`src/hdl/spectrum_smooth_ballistics_top_assert.svh`:
```
`ifndef SPECTRUM_SMOOTH_BALLISTICS_TOP_ASSERT_SVH
`define SPECTRUM_SMOOTH_BALLISTICS_TOP_ASSERT_SVH
`ifndef SYNTHESIS
`define SSB_ASSERT_IMP(label, clk, rst, ante, cons) \
  label: assert property (@(posedge clk) disable iff (rst) (ante) |-> (cons)) \
    else $error("ssb assertion failed");
`define SSB_ASSERT_NXT(label, clk, rst, ante, cons) \
  label: assert property (@(posedge clk) disable iff (rst) (ante) |=> (cons)) \
    else $error("ssb assertion failed");
`else
`define SSB_ASSERT_IMP(label, clk, rst, ante, cons)
`define SSB_ASSERT_NXT(label, clk, rst, ante, cons)
`endif
`endif

```
`src/hdl/ssb_pkg.sv`:
```
package ssb_pkg;

  localparam int MAX_BINS_DEF    = 4096;
  localparam int LEVEL_WIDTH_DEF = 16;
  localparam int BIN_COUNT_W     = 13;
  localparam int ALPHA_W         = 17;
  localparam int ALPHA_FRAC      = 16;
  localparam int ALPHA_ONE       = 65536;
  localparam int ALPHA_HALF      = 32768;
  localparam int FLOOR_DB        = -25600;
  localparam int CFG_INDEX_W     = 2;

  localparam logic [BIN_COUNT_W-1:0] BIN_COUNT_RESET = 13'd512;

  localparam logic [CFG_INDEX_W-1:0] REG_BIN_COUNT     = 2'd0;
  localparam logic [CFG_INDEX_W-1:0] REG_ENV_ENABLE    = 2'd1;
  localparam logic [CFG_INDEX_W-1:0] REG_RELEASE_ALPHA = 2'd2;

  typedef enum logic [1:0] {
    KIND_PASS,
    KIND_HALF,
    KIND_THIRD
  } kind_t;

  typedef struct packed {
    logic  valid;
    kind_t kind;
    logic  last;
  } op_ctl_t;

endpackage

```
`src/hdl/ssb_smooth.sv`:
```
module ssb_smooth #(
  parameter int MAX_BINS    = ssb_pkg::MAX_BINS_DEF,
  parameter int LEVEL_WIDTH = ssb_pkg::LEVEL_WIDTH_DEF
) (
  input  logic                           clk,
  input  logic                           rst,
  input  ssb_pkg::op_ctl_t               op_ctl,
  input  logic [$clog2(MAX_BINS)-1:0]    op_idx,
  input  logic signed [LEVEL_WIDTH+1:0]  op_sum,
  output logic                           op_take,
  output ssb_pkg::op_ctl_t               sm_ctl,
  output logic [$clog2(MAX_BINS)-1:0]    sm_idx,
  output logic signed [LEVEL_WIDTH-1:0]  sm_val,
  input  logic                           sm_take
);
  import ssb_pkg::*;

  localparam int IdxW  = $clog2(MAX_BINS);
  localparam int SumW  = LEVEL_WIDTH + 2;
  localparam int MagW  = LEVEL_WIDTH + 1;
  localparam int ProdW = 2 * MagW;
  localparam logic [MagW-1:0] Recip3 = MagW'(((64'd1 << (MagW + 1)) + 64'd2) / 64'd3);

  op_ctl_t                p1_ctl;
  logic [IdxW-1:0]        p1_idx;
  logic signed [SumW-1:0] p1_sum;

  op_ctl_t                       p2_ctl;
  logic [IdxW-1:0]               p2_idx;
  logic signed [LEVEL_WIDTH-1:0] p2_lvl;
  logic                          p2_neg;
  logic [MagW-1:0]               p2_magp1;
  logic [ProdW-1:0]              p2_prod;

  logic             p1_neg;
  logic [SumW-1:0]  p1_mag;
  logic [MagW-1:0]  p1_magp1;
  logic [ProdW-1:0] p1_prod;
  logic             move12;

  logic [MagW-1:0] q_mag;
  logic [MagW-1:0] q_val;

  assign move12  = p1_ctl.valid && (!p2_ctl.valid || sm_take);
  assign op_take = !p1_ctl.valid || move12;

  always_comb begin
    p1_neg   = p1_sum[SumW-1];
    p1_mag   = p1_neg ? (~p1_sum + SumW'(1)) : p1_sum;
    p1_magp1 = MagW'(p1_mag) + MagW'(1);
    p1_prod  = ProdW'(p1_magp1) * ProdW'(Recip3);
  end

  always_ff @(posedge clk) begin
    if (rst) begin
      p1_ctl <= '0;
    end else if (op_ctl.valid && op_take) begin
      p1_ctl <= op_ctl;
    end else if (move12) begin
      p1_ctl.valid <= 1'b0;
    end
  end

  always_ff @(posedge clk) begin
    if (op_ctl.valid && op_take) begin
      p1_idx <= op_idx;
      p1_sum <= op_sum;
    end
  end

  always_ff @(posedge clk) begin
    if (rst) begin
      p2_ctl <= '0;
    end else if (move12) begin
      p2_ctl <= p1_ctl;
    end else if (p2_ctl.valid && sm_take) begin
      p2_ctl.valid <= 1'b0;
    end
  end

  always_ff @(posedge clk) begin
    if (move12) begin
      p2_idx   <= p1_idx;
      p2_lvl   <= LEVEL_WIDTH'(p1_sum);
      p2_neg   <= p1_neg;
      p2_magp1 <= p1_magp1;
      p2_prod  <= p1_prod;
    end
  end

  always_comb begin
    q_mag = p2_magp1 >> 1;
    unique case (p2_ctl.kind)
      KIND_THIRD: q_mag = MagW'(p2_prod >> (MagW + 1));
      KIND_HALF:  q_mag = p2_magp1 >> 1;
      KIND_PASS:  q_mag = p2_magp1 >> 1;
      default:    q_mag = p2_magp1 >> 1;
    endcase
    q_val = p2_neg ? (~q_mag + MagW'(1)) : q_mag;
    if (p2_ctl.kind == KIND_PASS) begin
      sm_val = p2_lvl;
    end else begin
      sm_val = LEVEL_WIDTH'(q_val);
    end
  end

  assign sm_ctl = p2_ctl;
  assign sm_idx = p2_idx;

endmodule

```
`config.mk`:
```
export PLATFORM = sky130hd
export DESIGN_NAME = ssb_smooth
export DESIGN_NICKNAME = d
export VERILOG_FILES = /design/src/hdl/spectrum_smooth_ballistics_top_assert.svh /design/src/hdl/ssb_pkg.sv /design/src/hdl/ssb_smooth.sv
export SDC_FILE = /design/constraint.sdc
export NUM_CORES = 1
export LEC_CHECK = 0
export BUFFER_PORTS_ARGS = -buffer_cell sky130_fd_sc_hd__buf_2
export CORE_AREA = 3 3 135 137
export CTS_CLUSTER_DIAMETER = 50
export CTS_CLUSTER_SIZE = 30
export DETAILED_ROUTE_END_ITERATION = 12
export DIE_AREA = 0 0 138 140
export HOLD_SLACK_MARGIN = 0.08
export MAX_ROUTING_LAYER = met4
export PLACE_DENSITY = 0.88
export SYNTH_ARGS = -nofsm -noshare
export SYNTH_HDL_FRONTEND = slang
export SYNTH_SLANG_ARGS = --single-unit
export TNS_END_PERCENT = 100
```
`constraint.sdc`:
```
create_clock -name clk -period 7.6 [get_ports clk]
set_input_delay 1.14 -clock clk [delete_from_list [all_inputs] [get_ports clk]]
set_output_delay 1.14 -clock clk [all_outputs]
set_load 0.01 [all_outputs]
```
==> results.py <==
metrics = {
    "cells_and_area": {
        "post-route-util_pct": 67.3,
        "final_cells": 1291,
        "nets": 1319,
        "area_delta_synth_final_pct": 18.5,
        "antenna_cells": 0,
        "drive_above_1_share_pct": 22.5,
    },
    "timing": {
        "maxSlewHeadroom_pct": 13.9,
        "min_period_ns": 7.62,
        "post-route-period-util_pct": 100,
        "rsz0062_at_grt": "yes",
        "clock.fmax_mhz": 131,
        "worstMarginPinSlew_ns": 1.26,
        "worst_slack_ns": -0.0180,
        "finClkSkew_ns": 0.0149,
        "hold_viol": 0,
        "setup_viol": 1,
        "maxSlewViolCount": 0,
        "tns_ns": -0.0180,
    },
    "synth": {
        "synth_top_family_by_area": "adder cells",
        "synth_compound_gate_area_share_pct": 9.27,
        "synth_flop_cell": "edfxtp_1",
        "ys_warn_count": 0,
        "synth_fa_ha_area_share_pct": 35.0,
        "synth_edf_count": 91,
        "synth_cells": 930,
        "ys_seq_area_share_pct": 29.7,
        "synthXorXnorAreaFrac_pct": 6.62,
        "synthMuxAreaShare_pct": 1.87,
        "yosys.area_share.simple_pct": 9.43,
        "synth_area_um2": 9750,
        "synth_nets": 1188,
        "yosysUniqueCellTypes": 64,
        "synthArstFlopShare_pct": 0,
        "syn_area_per_cell_um2": 10.5,
        "synth-seq-cells": 99,
    },
    "job": {
        "drv_cap": 0,
    },
    "detailed_routing": {
        "routed-via-count": 7350,
        "post_drt_wl_per_cell_um": 20.0,
        "antenna_left": 0,
        "dr.pass1.iters": 6,
        "drc": 0,
        "wl_mm": 25.8,
        "drt_iter0_drc": 599,
        "vias_per_cell": 5.69,
    },
    "clock_network": {
        "cts_tree": "done",
        "cts-buffers-inserted": 9,
        "clk_pin_slew_ns": 0.07,
        "cts_max_level": 3,
        "clockRootBuffer": "clkbuf_16",
        "clkLatencyLatePin_ns": 0.36,
        "clock_sinks": 99,
        "clk_path_buf_depth": 2,
    },
    "setup_path": {
        "worstPathRequired_ns": 7.70,
        "cp-end-kind": "register",
        "cpMaxStageDelayCell": "or4_4",
        "critPathKind": "register to register",
        "critPathLaunchType": "register",
        "critPathTopFamily": "adder cells",
        "cp_num_buf_inv": 5,
        "critPathMaxStageDelay_ns": 0.62,
        "path_max_fanout": 7,
        "cp.arrival_ns": 7.72,
    },
    "global_routing": {
        "grt_pass1_wl_mm": 38.9,
        "grt.met1_usage_pct": 32.9,
        "gr-total-overflow": 0,
        "grt_use_met3_pct": 4.68,
        "grt_use_met2_pct": 43.6,
        "track_usage_pct": 26.0,
        "busiest_layer": "met2",
        "grt_pass1_vias": 7434,
        "grt_start_max_net_pins": 62,
        "antenna_found_initial": 0,
    },
    "status": {
        "violations": "setup timing",
        "status": "complete, but fails checks",
    },
    "floorplanning": {
        "core_um2": 17200,
        "die-width_um": 138,
        "start_util_pct": 56.8,
        "dieArea_um2": 19300,
        "die_y_um": 140,
        "io_pins": 70,
        "num_rows": 48,
    },
    "placed_design": {
        "dp_hpwl_mm": 19.6,
        "place_inst": 1256,
        "place.gp.congestion": 0.960,
        "io_buffers": 69,
    },
    "hold_path": {
        "holdCritPathClass": "register to register",
    },
}
==> cell usage after synthesis, types with 10 or more instances <==
cell type | n | area [µm²]
mux2i_1 | 16 | 160
nand2_1 | 36 | 135
o21ai_0 | 22 | 110
ha_1 | 135 | 1690
a21o_1 | 16 | 120
a21oi_1 | 48 | 240
inv_1 | 183 | 687
nor3_1 | 11 | 55.1
xnor2_1 | 40 | 350
or3_1 | 15 | 93.8
o31ai_1 | 10 | 75.1
nand3_1 | 14 | 70.1
edfxtp_1 | 91 | 2730
xor2_1 | 30 | 263
nor2_1 | 43 | 161
fa_1 | 86 | 1720
clkbuf_1 | 18 | 67.6
==> routing by layer <==
metal,routed length (µm),share of wire (%)
met1,10100,39
met2,12900,50
met3,1940,7.5
met4,877,3.4
met5,0,0
==> registers in the layout (all words and copies together), names as in the netlist <==
name and cells:
p1_ctl 4, p1_idx 12, p1_sum 18, p2_lvl 16, p2_magp1 16, p2_neg 1
p2_prod 16, sm_ctl 4, sm_idx 12
==> kinds of logic after synthesis <==
kind of cell    count (synthesis)
fa+ha+maj                     221
xor+xnor                       72
buf+inv                       208
simple gates                  171
flops                          99
mux                            18
compound gates                141
==> placed cells by master, fill, tap and decap left out, drive strengths merged, types with 4 or more instances in the layout <==
master and n:
a21o 16, nand4 7, or4 5, dfxtp 8, a31oi 5, fa 86
nand3 14, xnor2 41, nor2b 8, or3 15, nor2 43, clkbuf 9
xor2 31, nor3 11, a21oi 48, nand3b 4, a211oi 6, o21ai 24
ha 135, buf 144, o31ai 10, inv 187, clkinv 4, nand2b 7
edfxtp 91, mux2i 16, nand2 36
==> timing repair <==
item / 4_1_cts / 5_1_grt
gates resized for setup: 6 / 55
pin swaps: 1 / 55
hold buffers: 0 / 0
buffers inserted: 1 / 18
setup endpoints to repair: 5 / 15
==> area by class of cell <==
type	count	area [µm²]
Clock buffer	9	225
Clock inverter	7	78.8
Fill cell	1228	5610
Inverter	184	691
Multi-Input combinational cell	623	6470
Sequential cell	99	2890
Tap cell	225	282
Timing Repair Buffer	144	920
==> through the flow <==
step	hold WS, ns	instance area, µm²	setup slack, ns
detailed placement	0.407	10800	-0.120
CTS	0.417	11200	0.00176
floorplan	0.400	9900	0.00936
finish	0.428	11600	-0.0180
global route	0.438	11600	-0.196
global placement	0.400	10800	0.112
==> worst paths after layout <==
check | start | end | slack (ns) | cells past startpoint
worst max register to register | p1_sum[4]$_DFFE_PP_ | p2_prod[31]$_DFFE_PP_ | -0.02 | 26
worst max-delay path | p1_sum[4]$_DFFE_PP_ | p2_prod[31]$_DFFE_PP_ | -0.02 | 26
worst min-delay path | p1_idx[7]$_DFFE_PP_ | sm_idx[7]$_DFFE_PP_ | 0.43 | 0
worst min register to register | p1_idx[7]$_DFFE_PP_ | sm_idx[7]$_DFFE_PP_ | 0.43 | 0
Power is not shown: default switching activity piles up to over one toggle a cycle in this logic, so the estimate is an artifact.
