File: src/hdl/spectrum_smooth_ballistics_top_assert.svh
`ifndef SPECTRUM_SMOOTH_BALLISTICS_TOP_ASSERT_SVH
`define SPECTRUM_SMOOTH_BALLISTICS_TOP_ASSERT_SVH
`ifndef SYNTHESIS
`define SSB_ASSERT_IMP(label, clk, rst, ante, cons) \
  label: assert property (@(posedge clk) disable iff (rst) (ante) |-> (cons)) \
    else $error("ssb assertion failed");
`define SSB_ASSERT_NXT(label, clk, rst, ante, cons) \
  label: assert property (@(posedge clk) disable iff (rst) (ante) |=> (cons)) \
    else $error("ssb assertion failed");
`else
`define SSB_ASSERT_IMP(label, clk, rst, ante, cons)
`define SSB_ASSERT_NXT(label, clk, rst, ante, cons)
`endif
`endif

File: src/hdl/ssb_pkg.sv
package ssb_pkg;

  localparam int MAX_BINS_DEF    = 4096;
  localparam int LEVEL_WIDTH_DEF = 16;
  localparam int BIN_COUNT_W     = 13;
  localparam int ALPHA_W         = 17;
  localparam int ALPHA_FRAC      = 16;
  localparam int ALPHA_ONE       = 65536;
  localparam int ALPHA_HALF      = 32768;
  localparam int FLOOR_DB        = -25600;
  localparam int CFG_INDEX_W     = 2;

  localparam logic [BIN_COUNT_W-1:0] BIN_COUNT_RESET = 13'd512;

  localparam logic [CFG_INDEX_W-1:0] REG_BIN_COUNT     = 2'd0;
  localparam logic [CFG_INDEX_W-1:0] REG_ENV_ENABLE    = 2'd1;
  localparam logic [CFG_INDEX_W-1:0] REG_RELEASE_ALPHA = 2'd2;

  typedef enum logic [1:0] {
    KIND_PASS,
    KIND_HALF,
    KIND_THIRD
  } kind_t;

  typedef struct packed {
    logic  valid;
    kind_t kind;
    logic  last;
  } op_ctl_t;

endpackage

File: src/hdl/ssb_front.sv
module ssb_front #(
  parameter int MAX_BINS    = ssb_pkg::MAX_BINS_DEF,
  parameter int LEVEL_WIDTH = ssb_pkg::LEVEL_WIDTH_DEF
) (
  input  logic                           clk,
  input  logic                           rst,
  input  logic                           restart,
  input  logic [$clog2(MAX_BINS)-1:0]    last_idx,
  input  logic                           clearing,
  input  logic                           in_valid,
  output logic                           in_stall,
  input  logic signed [LEVEL_WIDTH-1:0]  level_db,
  input  logic                           op_take,
  output ssb_pkg::op_ctl_t               op_ctl,
  output logic [$clog2(MAX_BINS)-1:0]    op_idx,
  output logic signed [LEVEL_WIDTH+1:0]  op_sum
);
  import ssb_pkg::*;

  localparam int IdxW = $clog2(MAX_BINS);
  localparam int SumW = LEVEL_WIDTH + 2;

  logic signed [LEVEL_WIDTH-1:0] prev_level;
  logic signed [LEVEL_WIDTH-1:0] prev_prev_level;
  logic [IdxW-1:0]               bin_counter;
  logic [IdxW-1:0]               bin_counter_next;

  op_ctl_t                a_ctl, b_ctl;
  logic [IdxW-1:0]        a_idx, b_idx;
  logic signed [SumW-1:0] a_sum, b_sum;

  op_ctl_t                a_ctl_next, b_ctl_next;
  logic [IdxW-1:0]        a_idx_next, b_idx_next;
  logic signed [SumW-1:0] a_sum_next, b_sum_next;

  logic signed [SumW-1:0] lvl_x, prev_x, pp_x, sum2, sum3;
  logic                   accept;
  logic                   issue;

  assign issue    = a_ctl.valid && op_take;
  assign in_stall = clearing || b_ctl.valid || (a_ctl.valid && !op_take);
  assign accept   = in_valid && !in_stall;

  assign op_ctl = a_ctl;
  assign op_idx = a_idx;
  assign op_sum = a_sum;

  always_comb begin
    lvl_x  = SumW'(level_db);
    prev_x = SumW'(prev_level);
    pp_x   = SumW'(prev_prev_level);
    sum2   = prev_x + lvl_x;
    sum3   = pp_x + prev_x + lvl_x;

    a_ctl_next       = '{1'b0, KIND_PASS, 1'b0};
    b_ctl_next       = '{1'b0, KIND_PASS, 1'b0};
    a_idx_next       = bin_counter - IdxW'(1);
    b_idx_next       = bin_counter;
    a_sum_next       = sum3;
    b_sum_next       = sum2;
    bin_counter_next = bin_counter + IdxW'(1);

    if (bin_counter == '0) begin
      a_idx_next = '0;
      a_sum_next = lvl_x;
      if (last_idx == '0) begin
        a_ctl_next       = '{1'b1, KIND_PASS, 1'b1};
        bin_counter_next = '0;
      end
    end else begin
      a_ctl_next.valid = 1'b1;
      if (bin_counter == IdxW'(1)) begin
        a_ctl_next.kind = KIND_HALF;
        a_sum_next      = sum2;
      end else begin
        a_ctl_next.kind = KIND_THIRD;
      end
      if (bin_counter == last_idx) begin
        b_ctl_next       = '{1'b1, KIND_HALF, 1'b1};
        bin_counter_next = '0;
      end
    end
  end

  always_ff @(posedge clk) begin
    if (rst || restart) begin
      a_ctl           <= '0;
      b_ctl           <= '0;
      bin_counter     <= '0;
      prev_level      <= '0;
      prev_prev_level <= '0;
    end else if (accept) begin
      a_ctl           <= a_ctl_next;
      a_idx           <= a_idx_next;
      a_sum           <= a_sum_next;
      b_ctl           <= b_ctl_next;
      b_idx           <= b_idx_next;
      b_sum           <= b_sum_next;
      bin_counter     <= bin_counter_next;
      prev_prev_level <= prev_level;
      prev_level      <= level_db;
    end else if (issue) begin
      a_ctl       <= b_ctl;
      a_idx       <= b_idx;
      a_sum       <= b_sum;
      b_ctl.valid <= 1'b0;
    end
  end

endmodule

File: config.mk
export PLATFORM = sky130hd
export DESIGN_NAME = ssb_front
export DESIGN_NICKNAME = d
export VERILOG_FILES = /design/src/hdl/spectrum_smooth_ballistics_top_assert.svh /design/src/hdl/ssb_pkg.sv /design/src/hdl/ssb_front.sv
export SDC_FILE = /design/constraint.sdc
export NUM_CORES = 1
export LEC_CHECK = 0
export BUFFER_PORTS_ARGS = -buffer_cell sky130_fd_sc_hd__clkbuf_2
export CORE_MARGIN = 10
export CORE_UTILIZATION = 54
export DETAILED_ROUTE_END_ITERATION = 8
export GPL_TIMING_DRIVEN = 0
export PLACE_DENSITY_LB_ADDON = 0.15
export SYNTH_ARGS = -nofsm -noshare
export SYNTH_HDL_FRONTEND = slang
export SYNTH_SLANG_ARGS = --single-unit
File: constraint.sdc
create_clock -name clk -period 3.2 [get_ports clk]
set_input_delay 0.16 -clock clk [delete_from_list [all_inputs] [get_ports clk]]
set_output_delay 0.16 -clock clk [all_outputs]
set_load 0.02 [all_outputs]
==> results.sh, run 1 <==
export IMPL_outcome="completed"
export IMPL_cp_slowest_cell="fa_1"
export IMPL_start_util=0.5454
export IMPL_grt_pass1_vias=5319
export IMPL_drt_initial_drc_count=519
export IMPL_antenna_left=0
export IMPL_synth_net_count=778
export IMPL_drt_wl_total_mm=17.80
export IMPL_dr_total_vias=5487
export IMPL_fillers=1036
export IMPL_critPathCaptureType="flop"
export IMPL_rows=40
export IMPL_fin_nets=859
export IMPL_cap_violations=0
export IMPL_cts_hold_buf=0
export IMPL_max_stage_delay_ns=0.50
export IMPL_overflow=0
export IMPL_arrival_ns=3.23
export IMPL_preCtsSetupSlack_ns=-0.2975
export IMPL_drcViolationCount=0
export IMPL_peakVddDrop_uv=250.1
export IMPL_syn_instance_count=691
export IMPL_ys_flop_type="edfxtp_1"
export IMPL_area_growth_pct=14.00
export IMPL_cts_root_buf="clkbuf_16"
export IMPL_grt_max_degree=30
export IMPL_cts_buffer_depth=2
export IMPL_relSlewSlack=0.3448
export IMPL_core_sq_mm=0.01191
export IMPL_skew_ns=0.008243
export IMPL_wl_per_cell_um=19.26
export IMPL_yosysUniqueCellTypes=63
export IMPL_place_hpwl_mm=13.20
export IMPL_slew_viol_final=0
export IMPL_async_flop_share=0
export IMPL_hold_viol=0
export IMPL_seq_area_frac_synth=0.4268
export IMPL_leakage_nw=2.995
export IMPL_grt_pass1_wl_mm=28.04
export IMPL_crit_required_ns=3.30
export IMPL_crit_buf_inv=0
export IMPL_avgSynthCellArea_sq_um=9.401
export IMPL_synth_edf_count=59
export IMPL_path_class="reg2reg"
export IMPL_hold_path_class="in2reg"
export IMPL_numClockSinks=109
export IMPL_drive_above_1_share=0.1544
export IMPL_dr_pass1_iters=5
export IMPL_period_needed_ns=3.130
export IMPL_die_h_um=129.7
export IMPL_yosysWarningCount=0
export IMPL_htree_levels=3
export IMPL_cellPowerDensity_mw_per_mm2=396.4
export IMPL_gp_congestion=0.9095
export IMPL_cp_top_family="compound AO/OA/AOI/OAI gates"
export IMPL_ys_ff_latch=109
export IMPL_path_clk_slew_ns=0.07
export IMPL_grt_antenna_before_repair=0
export IMPL_timing_fmax_ghz=0.3195
export IMPL_worstMarginPinSlew_ns=0.9805
export IMPL_diodes=0
export IMPL_whs_ns=0.07935
export IMPL_viasPerCell=5.938
export IMPL_syn_cell_area_sq_mm=0.006496
export IMPL_critPathLaunchType="flop"
export IMPL_layout_setup_ws_ns=0.06987
export IMPL_grt_usage=0.2128
export IMPL_cts_buffers=9
export IMPL_die_area_sq_mm=0.01682
export IMPL_die_w_um=129.7
export IMPL_p_total_mw=2.936
export IMPL_clock_latency_ns=0.36
export IMPL_fin_util=0.6217
export IMPL_post_route_period_util=0.9782
export IMPL_path_cells="fa_1 -> ha_1 -> a211oi_4 -> o21bai_1 -> a2111oi_2 -> o221a_2 -> a221oi_1 -> mux2i_1 -> nand3_1"
export IMPL_ios=69
export IMPL_cp_max_fo=4
export IMPL_finalSetupViolations=0
export IMPL_cts_tree="yes"
export IMPL_io_buffer_count=68
-- logic make-up (layout without fill, tap and decap cells) --
| group | after synthesis | after routing | share of synthesized area |
|---|---|---|---|
| compound gates | 187 | 187 | 0.1799 |
| xor+xnor | 52 | 52 | 0.07011 |
| simple gates | 235 | 235 | 0.1639 |
| mux | 1 | 1 | 0.001541 |
| buf+inv | 54 | 140 | 0.03486 |
| fa+ha+maj | 53 | 53 | 0.1229 |
| flops | 109 | 109 | 0.4268 |
-- routing by layer --
layer	global-route usage	vias to the layer above	wire length (um)
li1	-	2633	-
met1	0.2639	2646	7484
met2	0.3680	184	8989
met3	0.03023	24	1008
met4	0.07870	0	317
met5	0	-	0
-- cells in the final DEF (no fill, tap or decap), types with 10 or more instances in the layout --
cell type,count
nand3_1,15
inv_1,19
dfxtp_1,49
ha_1,34
clkbuf_1,23
clkbuf_2,69
o211ai_1,10
xor2_1,31
xnor2_1,21
nand2_1,111
edfxtp_1,59
nor3_1,10
a21oi_1,72
fa_1,17
o21ai_0,39
nor2_1,60
-- sequential cells by signal, indices dropped and copies added (netlist names) --
register and count:
b_ctl 2, op_idx 12, op_sum 18, prev_prev_level 16, op_ctl 4, b_idx 12, b_idx_next 12, prev_level 16
b_sum 17
-- layout make-up --
cell class / count / area, sq um / share of cell area
flip-flops and latches: 109 / 2776 / 0.3749
clock buffers: 12 / 236.5 / 0.03193
clock inverters: 4 / 23.77 / 0.003210
plain buffers: 34 / 151.4 / 0.02044
multi-input cells: 528 / 3587 / 0.4844
repair buffers: 71 / 375.4 / 0.05068
inverters: 19 / 71.32 / 0.009630
well taps: 147 / 183.9 / 0.02484
-- tightest hold or removal path: stages --
cell	delay [ns]
clkbuf_2	0.12
nand2_1	0.06
a21oi_1	0.05
-- synthesized netlist by cell type, types with 2 or more instances --
library cell / instances / area, sq um
a21o_1: 8 / 60.06
o31ai_1: 3 / 22.52
a221o_1: 3 / 30.03
nand3_1: 15 / 75.07
nor4_2: 2 / 25.02
ha_1: 35 / 437.9
nor3_1: 10 / 50.05
a211o_1: 3 / 26.28
o21ai_0: 41 / 205.2
nor4_1: 9 / 56.30
and2_1: 2 / 12.51
inv_1: 19 / 71.32
a221oi_1: 4 / 35.03
a211oi_1: 7 / 52.55
dfxtp_1: 50 / 1001
xnor2_1: 21 / 183.9
nand4_1: 2 / 12.51
nand2_1: 111 / 416.7
and3_1: 8 / 50.05
nor2b_1: 2 / 12.51
edfxtp_1: 59 / 1772
o311ai_0: 2 / 17.52
fa_1: 18 / 360.4
clkbuf_1: 21 / 78.83
o31a_1: 2 / 17.52
o22ai_1: 4 / 25.02
o211ai_1: 10 / 75.07
a21oi_1: 73 / 365.4
o21bai_1: 5 / 37.54
nor2_1: 61 / 229.0
o41ai_1: 2 / 17.52
or3_1: 2 / 12.51
xor2_1: 31 / 271.5
a31oi_1: 8 / 50.05
buf_2: 9 / 45.04
buf_1: 2 / 7.510
-- what timing repair did --
item | in CTS | in global routing
setup buffers | 0 | 2
endpoints found under the setup margin | 6 | 6
pin swaps | 0 | 8
gates resized for setup | 5 | 12
-- final timing paths --
check	slack (ns)	startpoint	endpoint	cells past startpoint
worst max-delay path	0.07	prev_level[2]	op_sum[16]	9
worst min-delay path	0.08	level_db[0]	prev_level[0]	3
worst max register to register	0.07	prev_level[2]	op_sum[16]	9
worst min register to register	0.43	b_idx_next[9]	b_idx[9]	0
-- where the power goes --
part | switching (mW) | internal [mW] | leakage, nW
clock network | 0.514 | 0.529 | 0.131
logic | 0.255 | 0.135 | 1.90
registers | 0.0105 | 1.49 | 0.960
total | 0.779 | 2.16 | 3.00
-- metrics by stage --
step                std cells  area (sq um)  setup TNS (ns)
floorplan                 691          6500               0
global placement          906          7024          -44.28
detailed placement        907          7059         -0.6847
CTS                       923          7341         -0.1889
global route              924          7406       -0.008416
finish                    924          7406               0
(Power assumes the default switching activity.)
==> inputs of run 2 (changes only) <==
- CORE_ASPECT_RATIO: default -> 0.5
- clock period: 3.2 -> 3.5 ns (I/O delays scaled with it)
==> run 2 against run 1 <==
Critical path type unchanged. Largest cell class unchanged. Highest routed layer unchanged. Sequential share of layout area shrank 0.14 points. Total power shrank 5.3%. Flip-flop and latch count is the same. Via count grew 1.0%. Non-clock buffer count is the same.
==> results.sh, run 2 (synthesized netlist as in run 1, its figures left out) <==
export IMPL_p_total_mw=2.781
export IMPL_die_w_um=175.1
export IMPL_die_area_sq_mm=0.01708
export IMPL_pwr_share_comb=0.128
export IMPL_grt_usage=0.2061
export IMPL_antenna_left=0
export IMPL_max_stage_delay_ns=0.47
export IMPL_path_clk_slew_ns=0.07
export IMPL_gp_congestion=0.9722
export IMPL_cts_tree="yes"
export IMPL_ios=69
export IMPL_grt_max_degree=30
export IMPL_rsz0062_at_grt="no"
export IMPL_mostFrequentLayoutCell="nand2_1"
export IMPL_period_needed_ns=3.383
export IMPL_cts_buffers=9
export IMPL_cts_buffer_depth=2
export IMPL_wl_per_cell_um=18.82
export IMPL_drt_wl_total_mm=17.73
export IMPL_design_area_sq_mm=0.007427
export IMPL_critPathLaunchType="flop"
export IMPL_leakage_nw=2.992
export IMPL_grt_antenna_before_repair=0
export IMPL_area_growth_pct=14.33
export IMPL_clock_latency_ns=0.35
export IMPL_largest_reg_flops=18
export IMPL_fillers=1031
export IMPL_cp_slowest_cell="fa_1"
export IMPL_cts_root_buf="clkbuf_16"
export IMPL_reg2reg_from="prev_level[1]"
export IMPL_critPathCaptureType="flop"
export IMPL_fin_util=0.6310
export IMPL_cp_top_family="compound AO/OA/AOI/OAI gates"
export IMPL_path_class="reg2reg"
export IMPL_grt_pass1_vias=5206
export IMPL_hold_viol=0
export IMPL_layoutNonFillerInstCount=942
export IMPL_cp_startpoint="prev_level[1]"
export IMPL_cellPowerDensity_mw_per_mm2=374.5
export IMPL_seq_power_share=0.494
export IMPL_met1_length_mm=8.168
export IMPL_fin_nets=859
export IMPL_path_cells="fa_1 -> ha_1 -> fa_1 -> a211oi_2 -> o21bai_2 -> o211ai_1 -> o2bb2ai_2 -> o21ai_0 -> xor2_1 -> a221o_1"
export IMPL_dr_total_vias=5543
export IMPL_drcViolationCount=0
export IMPL_htree_levels=3
export IMPL_skew_ns=0.004779
export IMPL_hold_path_class="in2reg"
export IMPL_switching_share=0.2626
export IMPL_numClockSinks=109
export IMPL_post_route_period_util=0.9666
export IMPL_dr_pass1_iters=5
export IMPL_regArea_sq_mm=0.002774
export IMPL_holdCritStartpoint="level_db[0]"
export IMPL_fin_setup_tns_ns=0
export IMPL_place_hpwl_mm=13.44
export IMPL_top_layer="met4"
export IMPL_relSlewSlack=0.3846
export IMPL_preCtsSetupSlack_ns=-0.03571
export IMPL_die_h_um=97.56
export IMPL_drive_above_1_share=0.1506
export IMPL_worstMarginPinSlew_ns=0.9209
export IMPL_multi_input_area_sq_mm=0.003545
export IMPL_routed_wl_met3_mm=1.636
export IMPL_diodes=0
export IMPL_dpl_instance_area_sq_mm=0.007089
export IMPL_whs_ns=0.09899
export IMPL_viasPerCell=5.884
export IMPL_layout_setup_ws_ns=0.1170
export IMPL_crit_required_ns=3.61
export IMPL_cap_violations=0
export IMPL_grt_pass1_wl_mm=28.31
export IMPL_arrival_ns=3.49
export IMPL_final_cell_mix="111 x nand2_1, 72 x a21oi_1, 69 x clkbuf_2"
export IMPL_outcome="completed"
export IMPL_slew_viol_final=0
export IMPL_p_sw_mw=0.7303
export IMPL_overflow=0
export IMPL_path_common_cell="fa_1"
export IMPL_peakVddDrop_uv=244.1
export IMPL_crit_buf_inv=0
export IMPL_wl_met2_mm=7.792
export IMPL_io_buffer_count=68
export IMPL_dp_cells=925
export IMPL_cp_max_fo=5
export IMPL_start_util=0.5519
export IMPL_clockPowerShare=0.378
export IMPL_timing_fmax_ghz=0.2956
export IMPL_rows=28
export IMPL_drt_initial_drc_count=436
export IMPL_p_int_mw=2.051
export IMPL_core_sq_mm=0.01177
export IMPL_finalSetupViolations=0
==> run 2: layout make-up <==
cell class / instances / area share
Multi-Input combinational cell: 528 / 0.4773
Sequential cell: 109 / 0.3735
Timing Repair Buffer: 70 / 0.05054
Clock buffer: 10 / 0.03083
Tap cell: 165 / 0.02780
Buffer: 35 / 0.02089
Clock inverter: 6 / 0.009602
Inverter: 19 / 0.009602
==> run 2: path summary, 6_finish.rpt <==
kind                                 endpoint  slack, ns  cells past startpoint
worst max-delay path               op_sum[15]       0.12                     10
worst min-delay path            prev_level[0]        0.1                      3
worst min register to register       b_idx[5]       0.43                      0
worst max register to register     op_sum[15]       0.12                     10
==> run 2: routing by layer <==
metal  global-route usage  up-vias
met2               0.3118      202
met1               0.2870     2685
met3              0.05935       13
met4              0.03886        0
li1                     -     2643
met5                    0        -
==> run 2: power by group through the flow <==
stage          registers [mW]  clock network (mW)  logic, mW
2_1_floorplan            1.41                   0      0.214
4_1_cts                  1.37                1.06      0.348
6_report                 1.37                1.05      0.355
3_3_place_gp             1.40                   0      0.334
3_5_place_dp             1.40                   0      0.346
5_1_grt                  1.38                1.11      0.393
==> run 2: what timing repair did <==
item                                    4_1_cts  5_1_grt
gates resized for setup                       2        5
endpoints found under the hold margin         0        0
hold buffers                                  0        0
cloned                                        0        0
buffers inserted                              0        1
pin swaps                                     0        2
endpoints found under the setup margin        2        3
==> run 2: worst register-to-register path, stage by stage (launching register included) <==
cell	delay (ns)
dfxtp_2	0.40
fa_1	0.47
ha_1	0.29
fa_1	0.46
a211oi_2	0.26
o21bai_2	0.13
o211ai_1	0.29
o2bb2ai_2	0.21
o21ai_0	0.17
xor2_1	0.17
a221o_1	0.32
==> inputs of run 3 (changes only) <==
- RECOVER_POWER: default -> 100
- clock period: 3.5 -> 2.9 ns (I/O delays scaled with it)
==> run 3 against run 2 <==
The run now ends with negative setup slack left. Final cell count up 1.3%. Count of clock-buffer cells in the layout down 1. Global-route usage up 0.55 points. Flip-flop and latch count unchanged. Non-clock buffer count up 11. Hold slack worse by 0.034 ns. Die area unchanged. Clock power up 17%. Critical path type unchanged. Critical endpoint unchanged.
==> results.sh, run 3 (synthesized netlist as in run 1, its figures left out) <==
export IMPL_critPathCaptureType="flop"
export IMPL_clock_latency_ns=0.36
export IMPL_cellPowerDensity_mw_per_mm2=438.8
export IMPL_die_w_um=175.1
export IMPL_violations="negative setup slack"
export IMPL_path_clk_slew_ns=0.08
export IMPL_htree_levels=3
export IMPL_path_class="reg2reg"
export IMPL_gp_congestion=0.9543
export IMPL_slew_viol_final=0
export IMPL_die_area_sq_mm=0.01708
export IMPL_start_util=0.5519
export IMPL_grt_pass1_vias=5455
export IMPL_fin_setup_tns_ns=-0.5401
export IMPL_period_needed_ns=3.021
export IMPL_timing_fmax_ghz=0.3310
export IMPL_hold_viol=0
export IMPL_design_area_sq_mm=0.007619
export IMPL_overflow=0
export IMPL_core_sq_mm=0.01177
export IMPL_grt_usage=0.2117
export IMPL_rows=28
export IMPL_dr_total_vias=5615
export IMPL_cts_buffers=9
export IMPL_io_buffer_count=68
export IMPL_cts_tree="yes"
export IMPL_finalSetupViolations=8
export IMPL_crit_required_ns=3.01
export IMPL_cts_root_buf="clkbuf_16"
export IMPL_drt_wl_total_mm=18.51
export IMPL_rsz0062_at_grt="yes"
export IMPL_hold_path_class="in2reg"
export IMPL_leakage_nw=2.997
export IMPL_outcome="complete, but fails checks"
export IMPL_die_h_um=97.56
export IMPL_area_growth_pct=17.28
export IMPL_peakVddDrop_uv=264.9
export IMPL_relSlewSlack=0.4368
export IMPL_reg2reg_depth=10
export IMPL_cap_violations=0
export IMPL_cp_max_fo=3
export IMPL_arrival_ns=3.14
export IMPL_post_route_period_util=1.042
export IMPL_mostFrequentLayoutCell="nand2_1"
export IMPL_holdPathStages=3
export IMPL_place_hpwl_mm=13.73
export IMPL_antenna_left=0
export IMPL_grt_antenna_before_repair=0
export IMPL_layout_setup_ws_ns=-0.1215
export IMPL_skew_ns=0.006364
export IMPL_numClockSinks=109
export IMPL_wl_per_cell_um=19.40
export IMPL_grt_max_degree=23
export IMPL_final_cell_mix="111 x nand2_1, 70 x a21oi_1, 59 x edfxtp_1"
export IMPL_viasPerCell=5.886
export IMPL_worstMarginPinSlew_ns=0.8448
export IMPL_dpl_instance_area_sq_mm=0.007102
export IMPL_critPathLaunchType="flop"
export IMPL_drive_above_1_share=0.1546
export IMPL_ios=69
export IMPL_largest_reg_flops=18
export IMPL_fin_nets=871
export IMPL_p_total_mw=3.343
export IMPL_grt_pass1_wl_mm=29.09
export IMPL_dr_pass1_iters=5
export IMPL_drt_initial_drc_count=421
export IMPL_drcViolationCount=0
export IMPL_cts_hold_buf=0
export IMPL_cts_buffer_depth=2
export IMPL_diodes=0
## run 3: routing by layer
layer  GRT usage  share of wire  vias up
li1            -              -     2671
met1      0.2929           0.47     2742
met2      0.3277           0.45      187
met3     0.05120          0.079       15
met4     0.04469         0.0088        0
met5           0              0        -
## run 3: critical path: stages, from the launching register on
cell	delay, ns
dfxtp_4	0.35
fa_2	0.48
ha_4	0.20
fa_2	0.37
a211oi_2	0.26
o21bai_2	0.10
o211ai_1	0.29
o2bb2ai_2	0.20
o21ai_2	0.09
xor2_1	0.15
a221o_1	0.29
## run 3: cell type report
type,instances,area (sq um)
Fill cell,1022,4153
Multi-Input combinational cell,529,3654
Sequential cell,109,2790
Timing Repair Buffer,82,441.7
Clock buffer,9,225.2
Tap cell,165,206.4
Buffer,34,165.2
Inverter,19,71.32
Clock inverter,7,65.06
## run 3: path summary, 6_finish.rpt
kind / to / from / slack [ns]
setup / recovery: op_sum[15] / prev_level[1] / -0.12
hold / removal: prev_level[0] / level_db[0] / 0.06
setup reg to reg: op_sum[15] / prev_level[1] / -0.12
hold reg to reg: b_idx[10] / b_idx_next[10] / 0.43
## run 3: repair_timing
| item | CTS | global route |
|---|---|---|
| cloned | 1 | 0 |
| endpoints found under the hold margin | 0 | 0 |
| setup endpoints to repair | 37 | 55 |
| resized for setup | 27 | 27 |
| pin swaps | 19 | 18 |
| setup buffers | 6 | 7 |
## run 3: power breakdown
| group | total, mW | leakage (nW) | internal [mW] | switching [mW] |
|---|---|---|---|---|
| clock | 1.23 | 0.139 | 0.604 | 0.624 |
| sequential | 1.66 | 0.964 | 1.65 | 0.0115 |
| combinational | 0.458 | 1.89 | 0.159 | 0.299 |
## run 3: metrics by stage
step           setup slack (ns)  std cells  hold WS, ns  utilization
2_1_floorplan           0.01113        691       0.2735            -
3_3_place_gp            -0.5862        924       0.4078       0.5999
3_5_place_dp            -0.6018        925       0.4122       0.6033
4_1_cts                 -0.1414        948      0.05523       0.6406
5_1_grt                 -0.2216        954      0.06701       0.6472
6_report                -0.1215        954      0.06460       0.6472
